--- src/rtl/core/nnsb_pkg.sv ---
// ----------------------------------------------------------------------------
// nnsb_pkg
// Shared types and constants of the nearest-neighbor scaled blitter.
// ----------------------------------------------------------------------------
package nnsb_pkg;

   localparam int STORE_ADDR_W = 14;
   localparam int STORE_DEPTH  = 1 << STORE_ADDR_W;
   localparam int TEXEL_W      = 32;
   localparam int COLOR_W      = 31;
   localparam int DIM_W        = 8;
   localparam int TGT_W        = 11;
   localparam int POS_W        = 10;
   localparam int IMG_W        = 12;
   localparam int OUT_W        = 13;
   localparam int NUM_W        = POS_W + DIM_W;
   localparam int DIV_LAT      = NUM_W + 1;
   localparam int CSR_ADDR_W   = 5;
   localparam int CSR_DATA_W   = 32;

   typedef enum logic {
      OP_LOAD = 1'b0,
      OP_DRAW = 1'b1
   } op_type;

   typedef enum logic [2:0] {
      REG_TEX_WIDTH     = 3'd0,
      REG_TEX_HEIGHT    = 3'd1,
      REG_TARGET_WIDTH  = 3'd2,
      REG_TARGET_HEIGHT = 3'd3,
      REG_DEST_X        = 3'd4,
      REG_DEST_Y        = 3'd5,
      REG_IMG_WIDTH     = 3'd6,
      REG_IMG_HEIGHT    = 3'd7
   } reg_index_type;

   typedef struct packed {
      logic [DIM_W-1:0] tex_width;
      logic [DIM_W-1:0] tex_height;
      logic [TGT_W-1:0] target_width;
      logic [TGT_W-1:0] target_height;
      logic [IMG_W-1:0] dest_x;
      logic [IMG_W-1:0] dest_y;
      logic [IMG_W-1:0] img_width;
      logic [IMG_W-1:0] img_height;
   } cfg_type;

endpackage

--- src/rtl/core/nnsb_divider.sv ---
// ----------------------------------------------------------------------------
// nnsb_divider
// Restoring divider, one quotient bit per stage, clamped to a limit.
// ----------------------------------------------------------------------------
module nnsb_divider (
   input  logic                         clock,
   input  logic                         en,
   input  logic [nnsb_pkg::NUM_W-1:0]   num,
   input  logic [nnsb_pkg::TGT_W-1:0]   den,
   input  logic [nnsb_pkg::DIM_W-1:0]   limit,
   output logic [nnsb_pkg::DIM_W-1:0]   coord
);
   import nnsb_pkg::*;

   logic [TGT_W-1:0] rem_ff  [NUM_W];
   logic [NUM_W-1:0] quo_ff  [NUM_W];
   logic [NUM_W-1:0] num_ff  [NUM_W];
   logic [TGT_W-1:0] rem_in  [NUM_W];
   logic [NUM_W-1:0] quo_in  [NUM_W];
   logic [NUM_W-1:0] num_in  [NUM_W];
   logic [TGT_W-1:0] den_eff;
   logic [DIM_W-1:0] coord_ff;
   logic [DIM_W-1:0] coord_in;

   assign den_eff = (den == '0) ? TGT_W'(1) : den;

   always_comb begin
      logic [TGT_W-1:0] rem_p;
      logic [NUM_W-1:0] quo_p;
      logic [NUM_W-1:0] num_p;
      logic [TGT_W:0]   trial;
      logic             ge;
      for (int k = 0; k < NUM_W; k++) begin
         rem_p = (k == 0) ? '0 : rem_ff[(k == 0) ? 0 : k - 1];
         quo_p = (k == 0) ? '0 : quo_ff[(k == 0) ? 0 : k - 1];
         num_p = (k == 0) ? num : num_ff[(k == 0) ? 0 : k - 1];
         trial = {rem_p, num_p[NUM_W-1]};
         ge    = trial >= {1'b0, den_eff};
         rem_in[k] = ge ? TGT_W'(trial - {1'b0, den_eff}) : trial[TGT_W-1:0];
         quo_in[k] = {quo_p[NUM_W-2:0], ge};
         num_in[k] = {num_p[NUM_W-2:0], 1'b0};
      end
   end

   always_comb begin
      if (quo_ff[NUM_W-1] >= NUM_W'(limit)) begin
         coord_in = (limit == '0) ? '0 : limit - DIM_W'(1);
      end else begin
         coord_in = quo_ff[NUM_W-1][DIM_W-1:0];
      end
   end

   always_ff @(posedge clock) begin
      if (en) begin
         for (int k = 0; k < NUM_W; k++) begin
            rem_ff[k] <= rem_in[k];
            quo_ff[k] <= quo_in[k];
            num_ff[k] <= num_in[k];
         end
         coord_ff <= coord_in;
      end
   end

   assign coord = coord_ff;

endmodule

--- config.mk ---
export PLATFORM = sky130hd
export DESIGN_NAME = nnsb_divider
export DESIGN_NICKNAME = d
export VERILOG_FILES = /design/src/rtl/core/nnsb_pkg.sv /design/src/rtl/core/nnsb_divider.sv
export SDC_FILE = /design/constraint.sdc
export NUM_CORES = 1
export LEC_CHECK = 0
export ABC_AREA = 0
export BUFFER_PORTS_ARGS = -buffer_cell sky130_fd_sc_hd__buf_2
export CORE_MARGIN = 1
export CORE_UTILIZATION = 35
export CTS_CLUSTER_DIAMETER = 120
export DETAILED_ROUTE_END_ITERATION = 12
export GPL_ROUTABILITY_DRIVEN = 0
export PLACE_DENSITY_LB_ADDON = 0.05
export SYNTH_ARGS = -nofsm -noshare
export SYNTH_HDL_FRONTEND = slang
export SYNTH_SLANG_ARGS = --single-unit
--- constraint.sdc ---
create_clock -name clock -period 6 [get_ports clock]
set_input_delay 0 -clock clock [delete_from_list [all_inputs] [get_ports clock]]
set_output_delay 0 -clock clock [all_outputs]
set_load 0.02 [all_outputs]
==> impl_results.md, run 1 <==
* Post-Syn Nets at around 2,100
* Setup ws final at between 2 and 2.5 ns
* # port buffers at 46
* Die height at ~280 µm
* Critical path type: input pin to flop
* CTS hold repair buffers at 33
* Largest family of logic cells by synthesized area: compound AO/OA/AOI/OAI gates
* Layout cells sized above 1 at between 15 and 20%
* EDFF count, synth at ~520
* Root Buffer: clkbuf_16
* Headroom to the max-slew limit at between 20% and 30%
* Final Total Pwr at between 15 and 20 mW
* Final Hold Viols at 0
* Vias in the first global route at between 15,000 and 20,000
* Crit path DAT at ~4.3 ns
* Drc violations at 0
* Yosys cell types at 60
* Synth top area share at approximately three fifths
* Met3 routed WL at between 1.5 and 2 mm
* Cell count after placement at just under 3,000
* Pin count of the biggest net entering global routing at 183
* Post-layout util at roughly two fifths
* Post-DP HPWL at 36.0 mm
* Avg Cell Area, Syn at around 14 µm²
* CP Capture Type: flop
* Synth Flop Type: edfxtp_1
* Max incr delay on CP at about 0.57 ns
* Vias/cell at 4.82
* Metal-1 WL at roughly 26 mm
* WL met2 at roughly 26 mm
* Resize count post-CTS at 0
* Status: complete, no violations
* Multi-input gate area at about 11,000 µm²
* Crit path time final at approximately 3.9 ns
* Required time worst endpoint at 6.35 ns
* Core ar. at between 70,000 and 80,000 µm²
* Routed WL per cell at between 15 and 20 µm
* Fin Hold WS at 0.0670 ns
* Skew-Pair Late Insertion Delay at 0.62 ns
* Die area at slightly below 80,000 µm²
* Pre-CTS setup slack at around 1.9 ns
* Max clock buf depth at 3
* Flops & latches, synth at ~520
* Post-Syn Instances at ~1,900
* CP Launch Type: input pin
* Worst IR Drop VDD at around 0.18 mV
* Tcrit/Tclk final at approximately 65%
* Simple-gate share of the synthesized area at about 5.8%
* Routed vias at 14,900
* CTS Sinks at about 520
* Top cells by count, synth: 519 x edfxtp_1, 198 x ha_1, 118 x inv_1
* Sequential Area at 15,600 µm²
* Fillers at between 6,000 and 7,000
* Fmax at 0.255 GHz
* All-layer global routing usage at between 10% and 20%
* Setup violations, final at 0
* Area fraction in compound gates after synthesis at around a tenth
* Hold Path Origin: limit[3]
* Leak at between 10 and 15 nW
* Seq/Total Area, Yosys at between 50% and 60%
* Pwr dens at between 400 and 500 nW/µm²
* Post-Synth Adder-Cell Area at between 10% and 20%
* Area grow syn2layout at 14.4%
* DR top layer: met5
* Worst slew pin tran at 1.06 ns
* Initial antenna violation count at 2
* Area leader, netlist: edfxtp_1
* Initial core utilization at between 30% and 40%
* Num rows at approximately 100
* RSZ-0062 raised after global routing: false
* # IOs at between 40 and 50
* Max cap viols at 0
* Most frequent cell after synthesis: edfxtp_1
* CTS buffer count at between 50 and 60
* H-tree Lvls at 2
* ANT nets after route at 0
* Reg clk slew, reported paths at ~0.060 ns
* RR Startpoint: num_ff[6][16]$_DFFE_PP_
* Synthesized area at approximately 27,000 µm²
* Timing startpoint of the critical path: den[4]
* Ant. Diodes at 0
* CTS tree: yes
* Die Span X at roughly 280 µm
* Crit path max fanout at 12
* Clk_skew at 0.0189 ns
* Top post-synthesis cells by area: edfxtp_1 58%, ha_1 9.2%, mux2_4 4.0%, xnor2_1 3.2%, mux2_2 1.7%
* Setup TNS at 0 ns
* Multiplexer share of the synthesized area at around 8.6%
* Hold Crit Class: input pin to flop
* Slew Viols, Final at 0
* WL final at approximately 55 mm
* Post-CTS Setup Inserts at 0
* Crit path max-delay cell type: o21bai_4
* Async SR Flop Fraction at 0%
* Syn. warnings at 0
* Xor and xnor area share after synthesis at between 4 and 5%
* Critical path, cell by cell: dlygate4sd3_1 > buf_2 > nor4_1 > nand3_1 > o21bai_4 > buf_4 > ha_1 > fa_1 > nor2b_2 > o31ai_4 > o211ai_1 > nand4_1 > nand2_1 > mux2_4
* DRT Pass-1 Iters at 4
* Fin cells at just over 3,000
* First-pass GRT wire length at 85.5 mm
* Nets at roughly 2,300
* GRT overflow at 0
* Final instance area at roughly 31,000 µm²
* Number of DRC markers in iteration 0 at roughly 860
* Placed Area at between 20,000 and 30,000 µm²
cell type report:
cell class	instances	share of cell area (%)
Multi-Input combinational cell	1213	34.7
Sequential cell	519	50.7
Clock inverter	36	1.59
Timing Repair Buffer	93	2.28
Clock buffer	72	5.03
Inverter	118	1.44
Tap cell	1030	4.20
sequential cells by signal (all words and copies together) (netlist names):
name / cells
coord: 8
num_ff: 153
quo_ff: 171
rem_ff: 187
routing by layer:
layer / vias to the layer above / track usage (%)
li1: 7477 / -
met1: 7109 / 18.4
met2: 180 / 23.6
met3: 91 / 2.28
met4: 2 / 5.07
met5: - / 0
critical path: cells and delay by family:
family	cells	cell delay [ns]
buffers and inverters	3	1.00
adders and majority gates	2	0.47
and+or+nand+nor	5	1.36
AOI/OAI and AO/OA	3	0.96
muxes	1	0.45
cells by family (layout without fill, tap and decap cells):
logic type                 Yosys count  in the layout
and+or+nand+nor                    304            304
xor gates and xnor gates           134            134
buffers and inverters              136            319
muxes                              186            186
AOI/OAI and AO/OA                  375            375
adders and majority gates          214            214
DFF                                519            519
cell usage in the layout, fill, tap and decap left out, drive strengths merged, types with 15 or more instances in the layout:
cell and count:
a21o 15, a211oi 18, o21a 48, nor2 97
ha 198, fa 16, clkinv 22, a21oi 85
edfxtp 519, nand3b 18, nand2 63, nand3 20
nor2b 19, dlygate4sd3 33, mux2 146, clkbuf 72
o31ai 24, mux2i 40, xor2 35, xnor2 99
a32oi 15, o21ai 89, buf 60, inv 117
nor3 19
power breakdown:
group	total, mW	switching (mW)	internal, mW
clock network	3.75	1.48	2.27
registers	5.58	0.440	5.14
logic	5.71	2.74	2.97
worst paths after layout:
kind	slack, ns	to	cells past startpoint
worst max register to register	2.96	rem_ff[7][2]$_DFFE_PP_	9
worst max-delay path	2.08	rem_ff[10][4]$_DFFE_PP_	14
worst min register to register	0.41	num_ff[5][10]$_DFFE_PP_	0
worst min-delay path	0.07	coord[7]$_DFFE_PP_	6
Power figures use the tool's default switching activity.
==> run 2, diff against run 1 <==
clock period = 4 ns   (was 6 ns; I/O delays follow)
==> run 2 against run 1 <==
First-iteration DRC count fell by 5.0%. Critical path depth stayed put. Total power is 49% higher. Flip-flop and latch count is the same. Routed wire length is 1.5% higher. Die area unchanged. Sequential power rose by 50%. Combinational power increased by 52%. Clock skew increased by 0.0026 ns. Final cell count up 0.62%. Highest routed layer is now met4. Largest power group unchanged. Sequential share of layout area fell by 0.085 points. Utilization is 0.068 points higher.
==> impl_results.md, run 2 (synthesized netlist as in run 1, its figures left out) <==
* Status: complete, no violations
* Crit path DAT at 3.63 ns (-0.64 ns)
* Max cap viols at 0 (unchanged)
* CTS buffer count at 60 (+1.7%)
* Pwr dens at 727 nW/µm² (+49%)
* Critical path, cell by cell: dlygate4sd3_1 > buf_2 > nor4_1 > nand3_1 > o21bai_2 > buf_4 > ha_1 > fa_1 > nor2b_2 > o31ai_4 > o211ai_1 > nand4_1 > nand2_1 > mux2_4
* Area grow syn2layout at 14.6%
* ANT nets after route at 0 (unchanged)
* CTS tree: yes
* Initial antenna violation count at 1 (-1)
* Worst slew pin tran at 0.869 ns (-0.189 ns)
* # IOs at 47 (unchanged)
* Critical path type: input pin to flop
* All-layer global routing usage at 14.4% (+0.32 points)
* Crit path time final at about 3.3 ns
* Dominant delay contributor by cell family on the critical path: simple AND/OR/NAND/NOR gates
* Die height at 279 µm (unchanged)
* DRT Pass-1 Iters at 5 (+1)
* Layout cells sized above 1 at 16.8% (+0.38 points)
* Post-CTS Setup Inserts at 0 (unchanged)
* Skew-Pair Late Insertion Delay at 0.63 ns (about the same)
* Vias in the first global route at 15,600 (+2.8%)
* Die area at 77,800 µm² (unchanged)
* Nets at 2,274 (+0.75%)
* RSZ-0062 raised after global routing: false
* Slew Viols, Final at 0 (unchanged)
* Number of DRC markers in iteration 0 at 819 (-5.0%)
* Headroom to the max-slew limit at 42.1% (+13 points)
* Fillers at 6,982 (+0.029%)
* H-tree Lvls at 2 (unchanged)
* Required time worst endpoint at 4.36 ns (-1.99 ns)
* Clk_skew at 0.0215 ns (+0.00261 ns)
* GRT overflow at 0 (unchanged)
* Fmax at just over 0.3 GHz
* Reg clk slew, reported paths at 0.06 ns (about the same)
* Setup ws final at 0.730 ns (-1.35 ns)
* Setup violations, final at 0 (unchanged)
* Worst IR Drop VDD at 0.349 mV (+95%)
* Initial core utilization at 35.4% (unchanged)
* Crit path max-delay cell type: dlygate4sd3_1
* Final Hold Viols at 0 (unchanged)
* CP Launch Type: input pin
* Pin count of the biggest net entering global routing at 98 (-46%)
* Most frequent cells in the layout: 519 x edfxtp_1, 198 x ha_1, 113 x inv_1
* Top flop regs: rem_ff x187, quo_ff x171, num_ff x153
* Routed vias at 15,100 (+1.6%)
* Crit path max fanout at 18 (+6)
* Leak at 11.7 nW (+0.46%)
* Sequential Area at 15,600 µm² (unchanged)
* WL final at 55.5 mm (+1.5%)
* Post-DP HPWL at 37.0 mm (+2.9%)
* Routed WL per cell at 17.9 µm (+0.83%)
* Num rows at 101 (unchanged)
* First-pass GRT wire length at 87.3 mm (+2.1%)
* Final instance area at 30,800 µm² (+0.17%)
* Pre-CTS setup slack at 0.440 ns (-1.49 ns)
* Largest reg by FF count: rem_ff
* Setup TNS at 0 ns (unchanged)
* Vias/cell at 4.87 (+0.98%)
* Die Span X at 279 µm (unchanged)
* Max FFs per register at 187 (unchanged)
* Ant. Diodes at 0 (unchanged)
* Hold Crit Class: input pin to flop
* Max incr delay on CP at 0.54 ns (-0.03 ns)
* Placed Area at 28,500 µm² (+0.57%)
* Root Buffer: clkbuf_16
* # port buffers at 46 (unchanged)
* Commonest non-fill, non-tap cell in the layout: edfxtp_1
* Core ar. at 75,900 µm² (unchanged)
* Max clock buf depth at 3 (unchanged)
* Multi-input gate area at 10,700 µm² (about the same)
* Resize count post-CTS at 0 (unchanged)
* Worst path bufs/invs at 3 (unchanged)
* Drc violations at 0 (unchanged)
* Tcrit/Tclk final at between 80% and 90%
* CP Capture Type: flop
* CTS Sinks at 519 (unchanged)
==> run 2: final cells by class <==
class,instances,share of cell area (%)
clock buffers,73,5.04
clock inverters,38,1.22
inverters,118,1.44
multi-input cells,1213,34.6
flip-flops and latches,519,50.7
well taps,1030,4.19
repair buffers,109,2.83
==> run 2: worst reg2reg max path, cell delays in order, from the launching register on <==
cell and delay [ns]:
edfxtp_1 0.32, inv_1 0.06, ha_1 0.23, fa_1 0.41
and2b_1 0.24, o21ai_1 0.08, a31oi_1 0.21, nor2_1 0.10
o31ai_4 0.68, mux2_2 0.44
==> run 2: worst paths after layout <==
path,from,end,slack [ns],cells past startpoint
worst min-delay path,den[2],rem_ff[0][4]$_SDFFCE_PN0P_,0.04,5
worst max register to register,num_ff[8][16]$_DFFE_PP_,rem_ff[9][10]$_DFFE_PP_,1.00,9
worst min register to register,num_ff[14][14]$_DFFE_PP_,num_ff[15][15]$_DFFE_PP_,0.41,0
worst max-delay path,den[5],rem_ff[14][7]$_DFFE_PP_,0.73,14
==> run 2: what timing repair did <==
action / CTS / global route
hold endpoints to repair: 75 / 0
hold buffers: 33 / 0
endpoints found under the setup margin: 0 / 0
==> run 2: report_power, final <==
| part | switching [mW] | internal, mW | leakage [nW] |
|---|---|---|---|
| Sequential | 0.653 | 7.70 | 5.05 |
| Combinational | 4.18 | 4.49 | 5.72 |
| Clock | 2.22 | 3.15 | 0.938 |
| Total | 7.05 | 15.3 | 11.7 |
==> run 2: routing by layer <==
layer  track usage [%]  wire (µm)  vias up
met3              2.43       1830       90
met1              19.0      26100     7268
met4              4.54       1400        0
li1                  -          -     7523
met5                 0          0        -
met2              24.1      26100      216
==> run 2: stage by stage <==
stage / utilization, % / power, mW / instances / hold WS [ns]
final: 40.5 / 22.4 / 3100 / 0.0418
after CTS: 40.5 / 22.7 / 3100 / 0.00634
after floorplan: - / 15.4 / 1868 / 0.0989
after global routing: 40.5 / 23.9 / 3100 / 0.0431
after detailed placement: 37.5 / 17.1 / 2956 / 0.178
after global placement: 37.5 / 17.1 / 2956 / 0.178
