==> src/rtl/core/nnsb_pkg.sv <==
// ----------------------------------------------------------------------------
// nnsb_pkg
// Shared types and constants of the nearest-neighbor scaled blitter.
// ----------------------------------------------------------------------------
package nnsb_pkg;

   localparam int STORE_ADDR_W = 14;
   localparam int STORE_DEPTH  = 1 << STORE_ADDR_W;
   localparam int TEXEL_W      = 32;
   localparam int COLOR_W      = 31;
   localparam int DIM_W        = 8;
   localparam int TGT_W        = 11;
   localparam int POS_W        = 10;
   localparam int IMG_W        = 12;
   localparam int OUT_W        = 13;
   localparam int NUM_W        = POS_W + DIM_W;
   localparam int DIV_LAT      = NUM_W + 1;
   localparam int CSR_ADDR_W   = 5;
   localparam int CSR_DATA_W   = 32;

   typedef enum logic {
      OP_LOAD = 1'b0,
      OP_DRAW = 1'b1
   } op_type;

   typedef enum logic [2:0] {
      REG_TEX_WIDTH     = 3'd0,
      REG_TEX_HEIGHT    = 3'd1,
      REG_TARGET_WIDTH  = 3'd2,
      REG_TARGET_HEIGHT = 3'd3,
      REG_DEST_X        = 3'd4,
      REG_DEST_Y        = 3'd5,
      REG_IMG_WIDTH     = 3'd6,
      REG_IMG_HEIGHT    = 3'd7
   } reg_index_type;

   typedef struct packed {
      logic [DIM_W-1:0] tex_width;
      logic [DIM_W-1:0] tex_height;
      logic [TGT_W-1:0] target_width;
      logic [TGT_W-1:0] target_height;
      logic [IMG_W-1:0] dest_x;
      logic [IMG_W-1:0] dest_y;
      logic [IMG_W-1:0] img_width;
      logic [IMG_W-1:0] img_height;
   } cfg_type;

endpackage

==> src/rtl/core/nnsb_csr.sv <==
// ----------------------------------------------------------------------------
// nnsb_csr
// Configuration registers behind a bus port with setup and access cycles.
// ----------------------------------------------------------------------------
module nnsb_csr (
   input  logic                           clock,
   input  logic                           reset,
   input  logic                           psel,
   input  logic                           penable,
   input  logic                           pwrite,
   input  logic [nnsb_pkg::CSR_ADDR_W-1:0] paddr,
   input  logic [nnsb_pkg::CSR_DATA_W-1:0] pwdata,
   output logic [nnsb_pkg::CSR_DATA_W-1:0] prdata,
   output logic                           pready,
   output nnsb_pkg::cfg_type              cfg
);
   import nnsb_pkg::*;

   cfg_type       cfg_ff;
   cfg_type       cfg_in;
   reg_index_type index;
   logic          wr;

   assign index  = reg_index_type'(paddr[CSR_ADDR_W-1:2]);
   assign wr     = psel && penable && pwrite;
   assign pready = 1'b1;
   assign cfg    = cfg_ff;

   always_comb begin
      cfg_in = cfg_ff;
      if (wr) begin
         unique case (index)
            REG_TEX_WIDTH:     cfg_in.tex_width     = pwdata[DIM_W-1:0];
            REG_TEX_HEIGHT:    cfg_in.tex_height    = pwdata[DIM_W-1:0];
            REG_TARGET_WIDTH:  cfg_in.target_width  = pwdata[TGT_W-1:0];
            REG_TARGET_HEIGHT: cfg_in.target_height = pwdata[TGT_W-1:0];
            REG_DEST_X:        cfg_in.dest_x        = pwdata[IMG_W-1:0];
            REG_DEST_Y:        cfg_in.dest_y        = pwdata[IMG_W-1:0];
            REG_IMG_WIDTH:     cfg_in.img_width     = pwdata[IMG_W-1:0];
            REG_IMG_HEIGHT:    cfg_in.img_height    = pwdata[IMG_W-1:0];
         endcase
      end
   end

   always_comb begin
      unique case (index)
         REG_TEX_WIDTH:     prdata = CSR_DATA_W'(cfg_ff.tex_width);
         REG_TEX_HEIGHT:    prdata = CSR_DATA_W'(cfg_ff.tex_height);
         REG_TARGET_WIDTH:  prdata = CSR_DATA_W'(cfg_ff.target_width);
         REG_TARGET_HEIGHT: prdata = CSR_DATA_W'(cfg_ff.target_height);
         REG_DEST_X:        prdata = CSR_DATA_W'(cfg_ff.dest_x);
         REG_DEST_Y:        prdata = CSR_DATA_W'(cfg_ff.dest_y);
         REG_IMG_WIDTH:     prdata = CSR_DATA_W'(cfg_ff.img_width);
         REG_IMG_HEIGHT:    prdata = CSR_DATA_W'(cfg_ff.img_height);
      endcase
   end

   always_ff @(posedge clock) begin
      if (reset) begin
         cfg_ff.tex_width     <= DIM_W'(128);
         cfg_ff.tex_height    <= DIM_W'(128);
         cfg_ff.target_width  <= TGT_W'(128);
         cfg_ff.target_height <= TGT_W'(128);
         cfg_ff.dest_x        <= '0;
         cfg_ff.dest_y        <= '0;
         cfg_ff.img_width     <= IMG_W'(640);
         cfg_ff.img_height    <= IMG_W'(480);
      end else begin
         cfg_ff <= cfg_in;
      end
   end

endmodule

==> config.mk <==
export PLATFORM = sky130hd
export DESIGN_NAME = nnsb_csr
export DESIGN_NICKNAME = d
export VERILOG_FILES = /design/src/rtl/core/nnsb_pkg.sv /design/src/rtl/core/nnsb_csr.sv
export SDC_FILE = /design/constraint.sdc
export NUM_CORES = 1
export LEC_CHECK = 0
export ABC_AREA = 1
export BUFFER_PORTS_ARGS = -buffer_cell sky130_fd_sc_hd__buf_2
export CELL_PAD_IN_SITES_DETAIL_PLACEMENT = 0
export CELL_PAD_IN_SITES_GLOBAL_PLACEMENT = 1
export CORE_ASPECT_RATIO = 1.2
export CORE_UTILIZATION = 35
export CTS_BUF_LIST = sky130_fd_sc_hd__clkbuf_8
export DETAILED_ROUTE_END_ITERATION = 8
export PLACE_DENSITY = 0.94
export SYNTH_ARGS = -nofsm -noshare
export SYNTH_HDL_FRONTEND = slang
export SYNTH_SLANG_ARGS = --single-unit
==> constraint.sdc <==
create_clock -name clock -period 2 [get_ports clock]
set_input_delay 0.5 -clock clock [delete_from_list [all_inputs] [get_ports clock]]
set_output_delay 0.5 -clock clock [all_outputs]
set_load 0.01 [all_outputs]
==> flow_summary.json, run 1 <==
{
  "crit_path_start_kind": "primary input",
  "cp-end-kind": "primary output",
  "path_delay_family": "simple AND/OR/NAND/NOR gates",
  "via_count": 4330,
  "seqPwrFrac_pct": 51.7,
  "dpl_cell_area_um2": 5019,
  "hpwl_um": 9974,
  "worst_path_most_repeated_cell": "nor2_1",
  "layout-drive-gt1-share_pct": 27.12,
  "antenna_cells": 0,
  "maxCapViolCount": 0,
  "post-route-util_pct": 45.00,
  "num_rows": 43,
  "nets": 756,
  "finalPower_mw": 3.389,
  "arrival_ns": 1.46,
  "post-route-period-util_pct": 97.88,
  "drt_iter0_drc": 365,
  "final_common_cell": "nor2_1",
  "area_delta_synth_final_pct": 23.19,
  "drc": 0,
  "hold_violations": 0,
  "seq_area_frac_synth_pct": 40.19,
  "htreeDepth": 3,
  "setup_ws_ns": 0.04242,
  "yosys.cell_types.count": 26,
  "syn_avg_cell_area_um2": 7.105,
  "drv_slew": 0,
  "clock-root-buffer": "clkbuf_8",
  "max_stage_delay_ns": 0.17,
  "hold_path_class": "primary input to register",
  "grt.overflow.total": 0,
  "yosys_warnings": 0,
  "start_util_pct": 36.53,
  "synthCells": 603,
  "cp.buffers_inverters": 3,
  "dr.pass1.iters": 5,
  "grt_antenna_before_repair": 0,
  "final_cell_mix": "nor2_1, buf_2, dfxtp_1",
  "regToRegSetupSlack_ns": 1.31,
  "cp.required_ns": 1.50,
  "numCtsBuffers": 9,
  "p_leak_nw": 2.612,
  "finalSetupViolations": 0,
  "largest_reg_flops": 86,
  "synth-seq-cells": 86,
  "ios": 161,
  "wl_per_cell_um": 15.88,
  "status": "completed",
  "post-route-min-period_ns": 1.958,
  "clkPwrFrac_pct": 37.1,
  "combinationalPowerShare_pct": 11.2,
  "path_max_fanout": 11,
  "crit_path_cell_trace": "buf_4, buf_12, nand3_4, nor2_1, nor2_1, nand3_1, buf_2",
  "grt_pass1_wl_um": 21310,
  "cts_buffer_depth": 2,
  "gp_congestion": 0.8423,
  "power_switching_mw": 0.8922,
  "post-place-ws_ns": -0.03583,
  "synth.cell_area_um2": 4284,
  "power.density_nw_per_um2": 642.2,
  "fillCellCount": 1252,
  "clkTransAtPathRegs_ns": 0.08,
  "design_area_um2": 5278,
  "vias_per_cell": 4.943,
  "fin_skew_ns": 0,
  "clk_latency_ns": 0.37,
  "irDropWorstVdd_mv": 0.3490,
  "cts_tree": "built",
  "worstSetupPathType": "primary input to primary output",
  "core_area_um2": 11730,
  "detail-route-antenna-nets": 0,
  "internal-power_mw": 2.497,
  "io_buffers": 117,
  "die_w_um": 103.0,
  "die-area_um2": 12690,
  "sw_frac_of_total_pct": 26.32,
  "holdWs_ns": 0.3671,
  "grt_pass1_vias": 3948,
  "wirelength_um": 13910,
  "die_y_um": 123.2,
  "clkSinkCount": 86,
  "grt_max_degree": 86,
  "gr-usage-all-layers_pct": 22.56,
  "max_freq_mhz": 510.8,
  "slowest_stage": "nor2_1"
}
==> final timing paths <==
path | end | cells after the start | from
setup / recovery | prdata[0] | 7 | paddr[4]
hold / removal | cfg[8] | 3 | reset
setup reg to reg | cfg[31] | 2 | cfg[31]
hold reg to reg | cfg[7] | 2 | cfg[7]
==> cell type report <==
| cell class | count | area [um^2] | area share (%) |
|---|---|---|---|
| Clock inverter | 5 | 48.80 | 0.9246 |
| Timing Repair Buffer | 150 | 950.9 | 18.02 |
| Multi-Input combinational cell | 438 | 2087 | 39.54 |
| Sequential cell | 86 | 1722 | 32.62 |
| Clock buffer | 11 | 151.4 | 2.869 |
| Tap cell | 157 | 196.4 | 3.722 |
| Inverter | 29 | 121.4 | 2.300 |
==> synthesized netlist by cell type <==
library cell | instances | area [um^2]
o21ai_0 | 65 | 325.3
dfxtp_1 | 86 | 1722
nor3_1 | 31 | 155.2
nand4_1 | 36 | 225.2
buf_1 | 1 | 3.750
nor2_4 | 6 | 67.56
inv_2 | 4 | 15.01
conb_1 | 2 | 7.510
buf_2 | 20 | 100.1
clkbuf_1 | 13 | 48.80
buf_4 | 25 | 187.7
nor2_2 | 2 | 12.51
nand3_4 | 4 | 70.07
nor2_8 | 1 | 20.02
clkbuf_2 | 1 | 5.000
nand2_1 | 61 | 229.0
a21oi_1 | 7 | 35.03
nand3b_1 | 3 | 22.52
buf_6 | 9 | 101.4
nor2_1 | 153 | 574.3
inv_4 | 2 | 12.51
inv_1 | 23 | 86.33
o211ai_1 | 1 | 7.510
o21ai_1 | 16 | 80.08
nand3_1 | 28 | 140.1
nand3_2 | 3 | 30.03
==> stage by stage <==
| stage | setup TNS, ns | std cells |
|---|---|---|
| 2_1_floorplan | 0 | 622 |
| 3_3_place_gp | -0.1670 | 859 |
| 3_5_place_dp | -0.1773 | 859 |
| 4_1_cts | 0 | 875 |
| 5_1_grt | -0.001466 | 876 |
| 6_report | 0 | 876 |
==> repair_timing <==
item                                    CTS  global route
hold buffers                              0             0
setup buffers                             0             1
endpoints found under the setup margin    9            12
gates resized for setup                   3            17
pin swaps                                 0             5
==> power by group through the flow <==
stage	combinational, mW	clock, mW	sequential [mW]
3_5_place_dp	0.367	0	1.79
6_report	0.381	1.26	1.75
3_3_place_gp	0.364	0	1.79
5_1_grt	0.415	1.35	1.76
4_1_cts	0.371	1.27	1.75
2_1_floorplan	0.241	0	1.80
==> worst register-to-register path: stages, from the launching register on <==
cell	delay (ns)
dfxtp_1	0.35
o21ai_0	0.18
nor2_1	0.06
==> kinds of logic (layout without fill, tap and decap cells) <==
| kind of cell | count (synthesis) | in the layout | share of synthesized area, % |
|---|---|---|---|
| buf+inv | 98 | 195 | 13.08 |
| other cells | 2 | 21 | 0.1753 |
| simple gates | 328 | 328 | 36.10 |
| flops | 86 | 86 | 40.19 |
| compound gates | 89 | 89 | 10.46 |
==> layer usage <==
metal	routed length (um)	global-route usage (%)
met4	341	7.923
met5	0	0
met3	984	4.692
met1	6173	30.15
met2	6408	35.83
No activity file was read; power rests on OpenSTA's default activity.
==> inputs of run 2 (changes only) <==
--- a/constraint.sdc
+++ b/constraint.sdc
@@ -3,2 +3,2 @@
 set_output_delay 0.5 -clock clock [all_outputs]
-set_load 0.01 [all_outputs]
+set_load 0.005 [all_outputs]
==> run 2 against run 1 <==
Clock-buffer cell count is 3 higher. Power is 1.5% lower. Hold slack better by 0.0017 ns. Maximum frequency is 0.31% higher. Cell count is 0.57% lower. Largest power group unchanged. Critical path type unchanged. Register-to-register slack hardly changed. Cell area is 2.1% lower. Sequential power hardly changed. Wire length is 0.38% higher. Global-route usage is 0.13 points lower.
==> flow_summary.json, run 2 (same netlist as run 1, synthesis figures left out) <==
{
  "status": "completed",
  "die_w_um": 103.0,
  "wirelength_um": 13960,
  "io_buffers": 117,
  "clkSinkCount": 86,
  "cts_tree": "built",
  "grt_setup_unrepaired": "true",
  "cts_buffer_depth": 2,
  "arrival_ns": 1.45,
  "dr.pass1.iters": 5,
  "largest_reg_flops": 86,
  "grt_pass1_wl_um": 21220,
  "start_util_pct": 36.53,
  "holdWs_ns": 0.3688,
  "worst_path_most_repeated_cell": "buf_4",
  "worstSetupPathType": "primary input to primary output",
  "fin_skew_ns": 0,
  "via_count": 4364,
  "post-route-min-period_ns": 1.952,
  "gp_congestion": 0.8700,
  "grt_antenna_before_repair": 0,
  "cp.required_ns": 1.50,
  "detail-route-antenna-nets": 0,
  "irDropWorstVdd_mv": 0.3374,
  "numCtsBuffers": 9,
  "power.density_nw_per_um2": 646.0,
  "num_rows": 43,
  "p_leak_nw": 2.560,
  "area_delta_synth_final_pct": 20.62,
  "grt_max_degree": 86,
  "wl_per_cell_um": 16.03,
  "final_cell_mix": "nor2_1, buf_2, dfxtp_1",
  "holdBufCountCts": 0,
  "place_inst": 855,
  "drv_slew": 0,
  "die-area_um2": 12690,
  "grt_pass1_vias": 3813,
  "final_cells": 871,
  "clock-root-buffer": "clkbuf_8",
  "nets": 751,
  "finalSetupViolations": 0,
  "core_area_um2": 11730,
  "final_common_cell": "nor2_1",
  "max_freq_mhz": 512.4,
  "hold_violations": 0,
  "post-route-period-util_pct": 97.58,
  "vias_per_cell": 5.010,
  "max_stage_delay_ns": 0.20,
  "ios": 161,
  "clkTransAtPathRegs_ns": 0.07,
  "hpwl_um": 9943,
  "slowest_stage": "buf_4",
  "antenna_cells": 0,
  "htreeDepth": 3,
  "crit_path_start_kind": "primary input",
  "drt_iter0_drc": 279,
  "die_y_um": 123.2,
  "cts_setup_buffers": 0,
  "maxCapViolCount": 0,
  "hold_path_class": "primary input to register",
  "clk_latency_ns": 0.36,
  "path_max_fanout": 12,
  "cp-end-kind": "primary output",
  "gr-usage-all-layers_pct": 22.43,
  "grt.overflow.total": 0,
  "drc": 0,
  "layout-drive-gt1-share_pct": 26.61,
  "crit_path_cell_trace": "buf_4, buf_4, nand4_1, nand2_1, nor2_1, nand3_1, buf_2"
}
==> run 2: power by group <==
part | total [mW] | switching [mW] | internal (mW) | leakage (nW)
Clock | 1.25 | 0.630 | 0.621 | 0.105
Combinational | 0.335 | 0.227 | 0.109 | 1.76
Sequential | 1.75 | 0.0190 | 1.73 | 0.695
==> run 2: critical path, delay by kind of cell <==
kind | cells | cell delay (ns)
buffers and inverters | 3 | 0.49
AND/OR/NAND/NOR | 4 | 0.44
==> run 2: path summary, 6_finish.rpt <==
kind,slack (ns),endpoint,start,cells past startpoint
max reg2reg,1.31,cfg[48],cfg[48],2
min,0.37,cfg[8],reset,3
max,0.05,prdata[1],paddr[3],7
min reg2reg,0.49,cfg[8],cfg[8],2
==> run 2: layout make-up <==
| type | instances | area, um^2 |
|---|---|---|
| fillers | 1241 | 6561 |
| multi-input cells | 438 | 2086 |
| flip-flops and latches | 86 | 1722 |
| repair buffers | 145 | 842.1 |
| well taps | 157 | 196.4 |
| clock buffers | 14 | 192.7 |
| inverters | 29 | 116.4 |
| clock inverters | 2 | 12.51 |
==> run 2: layer usage <==
layer  track usage (%)  wire length, um  up-vias
li1                  -                -     2156
met1             30.50             6143     2003
met2             35.63             6516      192
met3             4.296             1086       13
met4             7.218              214        0
met5                 0                0        -
==> run 2: metrics by stage <==
| stage | total power, mW | area (um^2) | util [%] | TNS, ns | worst slack (ns) |
|---|---|---|---|---|---|
| global route | 3.460 | 5167 | 44.06 | -0.1295 | -0.02570 |
| finish | 3.338 | 5167 | 44.06 | 0 | 0.04848 |
| floorplan | 2.018 | 4355 | - | 0 | 0.2073 |
| detailed placement | 2.120 | 4938 | 42.11 | -0.1421 | -0.03827 |
| global placement | 2.120 | 4938 | 42.11 | -0.09856 | -0.03032 |
| CTS | 3.344 | 5146 | 43.88 | 0 | 0.002505 |
==> run 2: repair_timing <==
item / CTS / global route
endpoints found under the setup margin: 9 / 11
resized for setup: 1 / 9
pin swaps: 0 / 1
==> inputs of run 3 (changes only) <==
--- a/constraint.sdc
+++ b/constraint.sdc
@@ -3,2 +3,2 @@
 set_output_delay 0.5 -clock clock [all_outputs]
-set_load 0.005 [all_outputs]
+set_load 0.1 [all_outputs]
==> run 3 against run 2 <==
Hold slack worse by 0.025 ns. First-iteration DRC count is 55% higher. Combinational power is 150% higher. Critical endpoint is now prdata[10]. Largest power group unchanged.
==> flow_summary.json, run 3 (same netlist as run 1, synthesis figures left out) <==
{
  "status": "completed",
  "detail-route-antenna-nets": 0,
  "ios": 161,
  "multi_input_area_um2": 2277,
  "holdBufCountCts": 0,
  "clock-root-buffer": "clkbuf_8",
  "grt.overflow.total": 0,
  "grt_pass1_wl_um": 21970,
  "cts_tree": "built",
  "worstReg2RegEnd": "cfg[72]",
  "drc": 0,
  "gr-usage-all-layers_pct": 23.47,
  "cp.buffers_inverters": 3,
  "post-route-period-util_pct": 98.72,
  "max_stage_delay_ns": 0.19,
  "gp_congestion": 0.9039,
  "max_freq_mhz": 506.5,
  "die-area_um2": 12690,
  "cp.depth": 7,
  "place_inst": 858,
  "grt_max_degree": 86,
  "via_count": 4582,
  "fin_tns_setup_ns": 0,
  "wl_per_cell_um": 17.11,
  "nets": 757,
  "cp.required_ns": 1.50,
  "crit_path_cell_trace": "buf_12, nor2_4, buf_6, nand3_1, o21ai_0, nand3b_1, buf_12",
  "vias_per_cell": 5.225,
  "layout-drive-gt1-share_pct": 37.64,
  "final_cell_mix": "nor2_1, buf_2, o21ai_0",
  "regToRegSetupSlack_ns": 1.27,
  "area_delta_synth_final_pct": 34.90,
  "start_util_pct": 36.53,
  "crit_start": "paddr[2]",
  "core_area_um2": 11730,
  "clk_latency_ns": 0.37,
  "arrival_ns": 1.47,
  "rr_worst_depth": 2,
  "io_buffers": 117,
  "dr.pass1.iters": 5,
  "power.density_nw_per_um2": 636.9,
  "largest_reg_flops": 86,
  "clkSinkCount": 86,
  "fillCellCount": 1181,
  "final_cells": 877,
  "hold_violations": 0,
  "num_rows": 43,
  "path_delay_family": "buffers and inverters",
  "hold_path_class": "primary input to register",
  "clkTransAtPathRegs_ns": 0.08,
  "numCtsBuffers": 9,
  "finalSetupViolations": 0,
  "grt_setup_unrepaired": "true",
  "path_max_fanout": 6,
  "internal-power_mw": 2.389,
  "setup_ws_ns": 0.02567,
  "rr_startpoint": "cfg[72]",
  "p_leak_nw": 2.765,
  "post-place-ws_ns": -0.1393,
  "grt_antenna_before_repair": 0,
  "cp-end-kind": "primary output",
  "die_y_um": 123.2,
  "worstSetupPathType": "primary input to primary output",
  "cts_buffer_depth": 2,
  "post-route-min-period_ns": 1.974,
  "maxCapViolCount": 0,
  "holdWs_ns": 0.3438,
  "hpwl_um": 10580,
  "fin_skew_ns": 0,
  "post-route-util_pct": 49.27,
  "crit_path_start_kind": "primary input",
  "power_switching_mw": 1.292,
  "endpoint": "prdata[10]",
  "clkPwrFrac_pct": 29.8,
  "grt_pass1_vias": 4162,
  "combinationalPowerShare_pct": 22.5,
  "antenna_cells": 0,
  "irDropWorstVdd_mv": 0.3740,
  "drt_iter0_drc": 432,
  "drv_slew": 0,
  "htreeDepth": 3,
  "sw_frac_of_total_pct": 35.09,
  "final_common_cell": "nor2_1",
  "seqPwrFrac_pct": 47.7,
  "regArea_um2": 1770,
  "die_w_um": 103.0,
  "slowest_stage": "nor2_4",
  "wirelength_um": 15000,
  "worst_path_most_repeated_cell": "buf_12"
}
==> run 3: timing repair <==
item	4_1_cts	5_1_grt
pin swaps	7	11
cloned	1	4
endpoints found under the setup margin	12	10
gates resized for setup	29	26
buffers inserted	0	1
==> run 3: worst register-to-register path, cell delays in order, from the launching register on <==
cell,delay [ns]
dfxtp_1,0.34
o21ai_0,0.21
nor2_1,0.07
==> run 3: metrics by stage <==
stage | area, um^2 | total power [mW]
global route | 5779 | 3.801
finish | 5779 | 3.681
detailed placement | 5328 | 2.559
global placement | 5328 | 2.552
CTS | 5605 | 3.659
floorplan | 4564 | 2.427
==> run 3: cell type report <==
class	count	share of cell area [%]
sequential	86	30.63
multi-input combinational	438	39.40
inverter	29	2.230
tap	157	3.399
clock inverter	6	0.5412
clock buffer	10	2.381
timing repair buffer	151	21.41
==> run 3: worst min-delay path by stage <==
stage | start | end | slack, ns | cells after the start
5_1_grt | reset | cfg[8] | 0.38 | 3
6_report | reset | cfg[8] | 0.34 | 3
2_1_floorplan | reset | cfg[8] | 0.60 | 2
3_3_place_gp | cfg[21] | cfg[21] | 0.45 | 2
4_1_cts | reset | cfg[8] | 0.33 | 3
3_5_place_dp | cfg[21] | cfg[21] | 0.45 | 2
==> run 3: power groups by stage <==
stage | combinational [mW] | sequential, mW | clock [mW]
2_1_floorplan | 0.478 | 1.95 | 0
3_3_place_gp | 0.758 | 1.79 | 0
3_5_place_dp | 0.764 | 1.79 | 0
4_1_cts | 0.785 | 1.75 | 1.12
5_1_grt | 0.859 | 1.76 | 1.19
6_report | 0.829 | 1.75 | 1.10
==> run 3: layer usage <==
metal  vias to the layer above  wire (um)  part of all wire [%]  track usage (%)
li1                       2174          -                     -                -
met1                      2137       5976                    40            28.76
met2                       231       7233                    48            38.17
met3                        40       1263                   8.4            5.936
met4                         0        529                   3.5            11.36
met5                         -          0                     0                0
